[config.mk]
export PLATFORM = sky130hd
export DESIGN_NAME = bbc_div_cell
export DESIGN_NICKNAME = d
export VERILOG_FILES = /design/src/rtl/core/bbc_pkg.sv /design/src/rtl/core/bbc_div_cell.sv
export SDC_FILE = /design/constraint.sdc
export NUM_CORES = 1
export LEC_CHECK = 0
export ABC_CLOCK_PERIOD_IN_PS = 1700
export BUFFER_PORTS_ARGS = -buffer_cell sky130_fd_sc_hd__buf_2
export CAP_MARGIN = 20
export CORE_AREA = 2 2 51 53
export CTS_CLUSTER_SIZE = 16
export DETAILED_ROUTE_END_ITERATION = 12
export DIE_AREA = 0 0 53 55
export GPL_TIMING_DRIVEN = 0
export PLACE_DENSITY = 0.76
export SLEW_MARGIN = 5
export SYNTH_ARGS = -nofsm -noshare
export SYNTH_HDL_FRONTEND = slang
export SYNTH_SLANG_ARGS = --single-unit
[constraint.sdc]
create_clock -name clock -period 1.7 [get_ports clock]
set_input_delay 0.085 -clock clock [delete_from_list [all_inputs] [get_ports clock]]
set_output_delay 0.085 -clock clock [all_outputs]
set_load 0.03 [all_outputs]
[src/rtl/core/bbc_pkg.sv]
// bbc_pkg: shared types and codes for the clipped box blur unit
// no dependencies
`timescale 1ns / 1ps

package bbc_pkg;

   // sequencer states, one-hot
   typedef enum logic [5:0] {
      ST_IDLE  = 6'b000001,
      ST_SCAN  = 6'b000010,
      ST_DRAIN = 6'b000100,
      ST_FEED  = 6'b001000,
      ST_DIV   = 6'b010000,
      ST_OUT   = 6'b100000
   } state_type;

   // configuration register indexes
   localparam logic [1:0] CSR_IMAGE_WIDTH   = 2'd0;
   localparam logic [1:0] CSR_IMAGE_HEIGHT  = 2'd1;
   localparam logic [1:0] CSR_CHANNEL_COUNT = 2'd2;

   localparam int SAMPLE_W = 8;

endpackage

[src/rtl/core/bbc_div_cell.sv]
// bbc_div_cell: one restoring-division step, registered
// uses bbc_pkg; chained by the top level to form the divider
`timescale 1ns / 1ps

module bbc_div_cell
   import bbc_pkg::*;
#(
   parameter int SUM_W = 14,
   parameter int CNT_W = 5
) (
   input  logic             clock,
   input  logic             reset,
   input  logic             in_valid,
   input  logic [SUM_W-1:0] in_num,
   input  logic [CNT_W-1:0] in_rem,
   input  logic [CNT_W-1:0] in_div,
   output logic             out_valid,
   output logic [SUM_W-1:0] out_num,
   output logic [CNT_W-1:0] out_rem,
   output logic [CNT_W-1:0] out_div
);

   logic [CNT_W:0]   shifted;
   logic             ge;
   logic [CNT_W:0]   diff;
   logic             valid_ff, valid_in;
   logic [SUM_W-1:0] num_ff, num_in;
   logic [CNT_W-1:0] rem_ff, rem_in;
   logic [CNT_W-1:0] div_ff;

   // shift in next dividend bit, subtract divisor when it fits
   always_comb begin
      shifted  = {in_rem, in_num[SUM_W-1]};
      ge       = shifted >= {1'b0, in_div};
      diff     = shifted - {1'b0, in_div};
      rem_in   = ge ? diff[CNT_W-1:0] : shifted[CNT_W-1:0];
      num_in   = {in_num[SUM_W-2:0], ge};
      valid_in = in_valid;
   end

   always_ff @(posedge clock) begin
      if (reset) begin
         valid_ff <= 1'b0;
      end else begin
         valid_ff <= valid_in;
      end
      num_ff <= num_in;
      rem_ff <= rem_in;
      div_ff <= in_div;
   end

   assign out_valid = valid_ff;
   assign out_num   = num_ff;
   assign out_rem   = rem_ff;
   assign out_div   = div_ff;

endmodule

* After elaboration in Yosys (flattened, before gate mapping) *
Index checks and enable logic that the tools add are counted.

operators by class
  add/subtract/negate cells = 1
  order comparisons = 1
  muxes and demuxes = 1

operators by type and width
  operator     count
  $ge 6x5->1   1
  $mux 5       1
  $sub 5x5->5  1

storage, ports and cells
  bits in registers = 25
  output and inout bits = 25
  word-level logic and storage cells = 7

* Longest topological paths before layout *
  depth in word-level cells = 2
  gate-level depth with buffers = 8
  mapped depth without buffers = 8

* Worst setup path before layout *
OpenSTA, ideal clock, no wires.

  kind = input to register
  start point = in in_num[13]
  end point = reg rem_ff[1], in the netlist out_rem[1]
  library setup time = 121 ps
  arrival = 1448 ps
  data required time = 1579 ps
  slack = 131 ps
  stages on the path = 8
  buffers on the path = 0
  cell sequence = inv_1 -> ha_1 -> inv_1 -> fa_1 -> a21oi_2 -> o21ai_2 -> nor2_4 -> mux2_4

between the ends
  longest elaborated chain between the ends = 2

ends and longest elaborated chain
  element                                           line                                    text
  from (decl)                                       bbc_div_cell.sv:14                      input logic [SUM_W-1:0] in_num,
  $sub 5x5->5 / $ge 6x5->1 (equally long branches)  bbc_div_cell.sv:35, bbc_div_cell.sv:34
  $mux 5 (*)                                        bbc_div_cell.sv:36                      rem_in = ge ? diff[CNT_W-1:0] : shifted[CNT_W-1:0];
  via rem_in[1]                                     bbc_div_cell.sv:28                      logic [CNT_W-1:0] rem_ff, rem_in;
  to (signal assigned)                              bbc_div_cell.sv:48                      rem_ff <= rem_in;
  to (decl)                                         bbc_div_cell.sv:28

The timed path passes the listed nets; every way through them passes the cells marked *.
A chain may end at the register's enable or synchronous reset.

* Worst setup path in the final report *
  start point = in in_div[3]
  end point = reg rem_ff[2], in the netlist out_rem[2]

between the ends
  longest elaborated chain between the ends = 2

ends and longest elaborated chain
  element        line                text
  from (decl)    bbc_div_cell.sv:16  input logic [CNT_W-1:0] in_div,
  $ge 6x5->1     bbc_div_cell.sv:34  ge = shifted >= {1'b0, in_div};
  $mux 5         bbc_div_cell.sv:36
  via rem_in[2]  bbc_div_cell.sv:28

The timed path passes the listed nets, and every way through them passes these cells.

==> results.md <==
- The peak ir drop on the vdd network is a little over 0.6 mV.
- For the finished layout, the period the worst path requires is ~1600 ps.
- After filler insertion, the fill cell instance count of the layout stands at roughly 200.
- In the synthesized netlist the async set-or-reset flop fraction comes to 0%.
- Ranked by total cell area, the synthesized netlist is headed by dfxtp_1 64%, ha_1 8.0%, mux2_4 5.8%, inv_1 3.8%, fa_1 2.6%.
- The most common cell in the netlist is dfxtp_1.
- The critical path goes through dlygate4sd3_1, buf_2, inv_1, ha_1, inv_1, o21ai_2, nor2_4, mux2_4.
- Summed over all cells, the static leakage comes to between 0.6 and 0.7 nW.
- The number of nets with antenna violations after routing is 0.
- The maximum buffer depth of the clock tree is 2.
- The top cell type by total area after synthesis is dfxtp_1.
- Dividing the detail-routed via count by the number of cells gives 4.096.
- The first routing iteration left 3 violations.
- Global routing used approximately 14% of the available tracks.
- The cell area after synthesis is ~800 sq um.
- After global routing the overflow that remains totals 0.
- The aggregate routed wire length is approximately 2100 um.
- In this run the vertical extent of the chip is about 55 um.
- TritonCTS created 3 clock buffers.
- The capture endpoint of the worst hold path is out_rem[3].
- Sequential cells were found to cover ~64% of the synthesized design area.
- In the synthesized netlist, the number of instances is 61.
- Counting flops and latches in the post-synthesis netlist gives 25.
- Derived from the worst setup path, the maximum achievable clock frequency is roughly 620 MHz.
- The pre-antenna-repair detailed-routing pass consisted of 4 iterations.
- Among all stages on the critical path, the largest delay is contributed by dlygate4sd3_1.
- The number of violations of the max-capacitance limit is 0.
- The repair_antennas step left the layout with diodes totalling 0.
- Yosys printed 0 warnings.
- For this configuration, the core starts out at a cell density of 33.07%.
- The start point of the worst hold path is in_rem[2].
- between 50 and 60 I/O pins were placed.
- The total count of max-transition violations in the final report was 0.
- The total number of placement rows is 18.
- The quantity of gates resized following cts is 0.
- The congestion estimate from routability-driven global placement came to 0.7081.
- CTS placed an instance of clkbuf_4 at the clock tree root.
- The run finished with clean final reports.
- After layout, the worst path uses 94.34% of the clock period.
- The share of synthesized area in the top cell type comes to between 60 and 70%.
- In this run, distinct cell masters in the synthesized netlist total 19.
- The number of instances on the worst hold path is 2.
- Cells with a size suffix above 1 make up around 46% of the layout.
- Clock tree synthesis found a total of 25 sinks.
- Across all hold checks on the routed design, the worst slack comes to between 20 and 25 ps.
- The synthesized design contains 0 enable-type register cells.
- The worst endpoint required time is approximately 1900 ps.
- Detailed routing inserted a total of 680 vias.
- STA classifies the critical path endpoint as a flop.
- The number of antenna violations at the first check in global routing came to 0.
- The die covers between 2000 and 3000 sq um.
- The total power is approximately 0.0012 W.
- After routing, the total negative slack on setup checks comes to 0 ps.
- The region available for standard cell placement spans about 2400 sq um.
- The category of the critical setup timing path is in2reg.
- During placement, the flow inserted port buffers numbering about 50.
- For this run, the slowest stage of the critical path takes 530 ps.
- The CTS tree is yes.
- The worst max-slew margin expressed relative to the limit is a little over four fifths.
- The first global-routing pass estimated ~2800 um of wire.
- Relative to the synthesized area, the layout overhead comes to 66.56%.
- After clock tree synthesis, the clock-pin slew on the worst setup and hold paths is roughly 120 ps.
- Summed over all nets, the half-perimeter wirelength after detailed placement is between 1000 and 1500 um.
- After clock tree synthesis, the setup repair step added 0 buffers.
- Setup repair after global routing left no endpoint under its margin.
- The worst endpoint data arrival time is between 1500 and 2000 ps.
- The post-synthesis area per instance is between 10 and 15 sq um.
- The maximum number of pins on one net before global-route repair is 15.
- By instance count, the cell type seen most on the critical path is inv_1.
- The cell area power density is just over 900 nW/um^2.
- For this run, design rule violations remaining after detail routing come to 0.
- The mean routed wirelength per cell is 12.43 um.
- Counting instances in the post-synthesis netlist gives the leading cell types as 25 x dfxtp_1, 8 x inv_1, 5 x ha_1.
- The number of hold-slack violations in the final timing report is 0.
- The count of endpoints failing setup in the final report is 0.
- The deepest level of the CTS H-tree is 1.
- The via count of the first global-routing pass is just under 700.
- The net count after synthesis is 94.
- After the last flow step, the layout net total stands at 170.
- The floorplan step set the die width to 53 um.
- The maximum fanout along the worst path is 5.
- The path class of the tightest hold or removal check is in2reg.
- The kind of launch point of the worst setup path is an input port.
- The utilization after layout is 55.08%.
- The top flip-flop cell by instance count after synthesis is dfxtp_1.
- The measured slew at the worst slew-check pin is between 200 and 250 ps.
worst max-delay path by stage:
| stage | from | endpoint | slack [ps] | cells after the start |
|---|---|---|---|---|
| 6_report | in_div[3] | out_rem[2] | 100 | 8 |
| 3_5_place_dp | in_num[13] | out_rem[3] | -110 | 9 |
| 5_1_grt | in_div[3] | out_rem[3] | 40 | 8 |
| 4_1_cts | in_div[3] | out_rem[1] | 110 | 8 |
| 3_3_place_gp | in_num[13] | out_rem[1] | -60 | 9 |
| 2_1_floorplan | in_num[13] | out_rem[1] | 130 | 8 |
sequential cells by signal (all words and copies together), names as in the netlist:
register and count:
out_num 14, out_div 5, out_valid 1, out_rem 5
cells by family after synthesis:
logic type      synth area share [%]
fa+ha+maj                      10.56
buf+inv                        3.840
compound gates                 4.000
mux                            7.040
flops                          64.00
xor+xnor                       2.240
simple gates                   8.321
power breakdown:
group	switching [W]	total, W	internal (W)
sequential	0.0000131	0.000647	0.000634
clock	0.000153	0.000240	0.0000877
combinational	0.000185	0.000321	0.000135
total	0.000351	0.00121	0.000857
through the flow:
stage / instance area, sq um / setup slack, ps / cells
2_1_floorplan: 782.0 / 130.5 / 61
3_3_place_gp: 1075 / -62.30 / 142
3_5_place_dp: 1075 / -112.3 / 142
4_1_cts: 1303 / 111.6 / 166
5_1_grt: 1303 / 39.37 / 166
6_report: 1303 / 96.29 / 166
final cells by class:
type	instances	area (sq um)	area share (%)
inverter	8	30.03	2.305
clock inverter	1	5.005	0.3842
multi-input combinational	28	251.5	19.31
timing repair buffer	71	455.4	34.97
tap	30	37.54	2.882
sequential	25	500.5	38.42
clock buffer	3	22.52	1.729
layout by cell type (no fill, tap or decap), drive strengths merged:
cell and count:
dfxtp 25, buf 51, nor2b 1, nand4 1
dlygate4sd3 20, xor2 1, clkbuf 3, nand3b 1
fa 1, nor4 1, nor3 1, o21ai 2
mux2i 1, nor2 4, a21oi 2, inv 8
ha 5, xnor2 1, nand2 3, mux2 3
clkinv 1
repair_timing:
action | 4_1_cts | 5_1_grt
hold buffers | 20 | 0
setup endpoints to repair | 0 | 0
hold endpoints to repair | 19 | 0
critical path: cells and delay by family:
family	cells	cell delay [ps]
muxes	1	320
adders and majority gates	1	280
and+or+nand+nor	1	220
AOI/OAI and AO/OA	1	100
buffers and inverters	4	810
metal layers:
metal / global-route usage [%] / vias to the layer above / part of all wire [%]
met5: 0 / - / 0
met4: 10.26 / 0 / 1.2
met3: 2.419 / 2 / 10
met2: 29.38 / 41 / 52
met1: 12.67 / 293 / 37
li1: - / 344 / -
No activity file was read; power rests on OpenSTA's default activity.
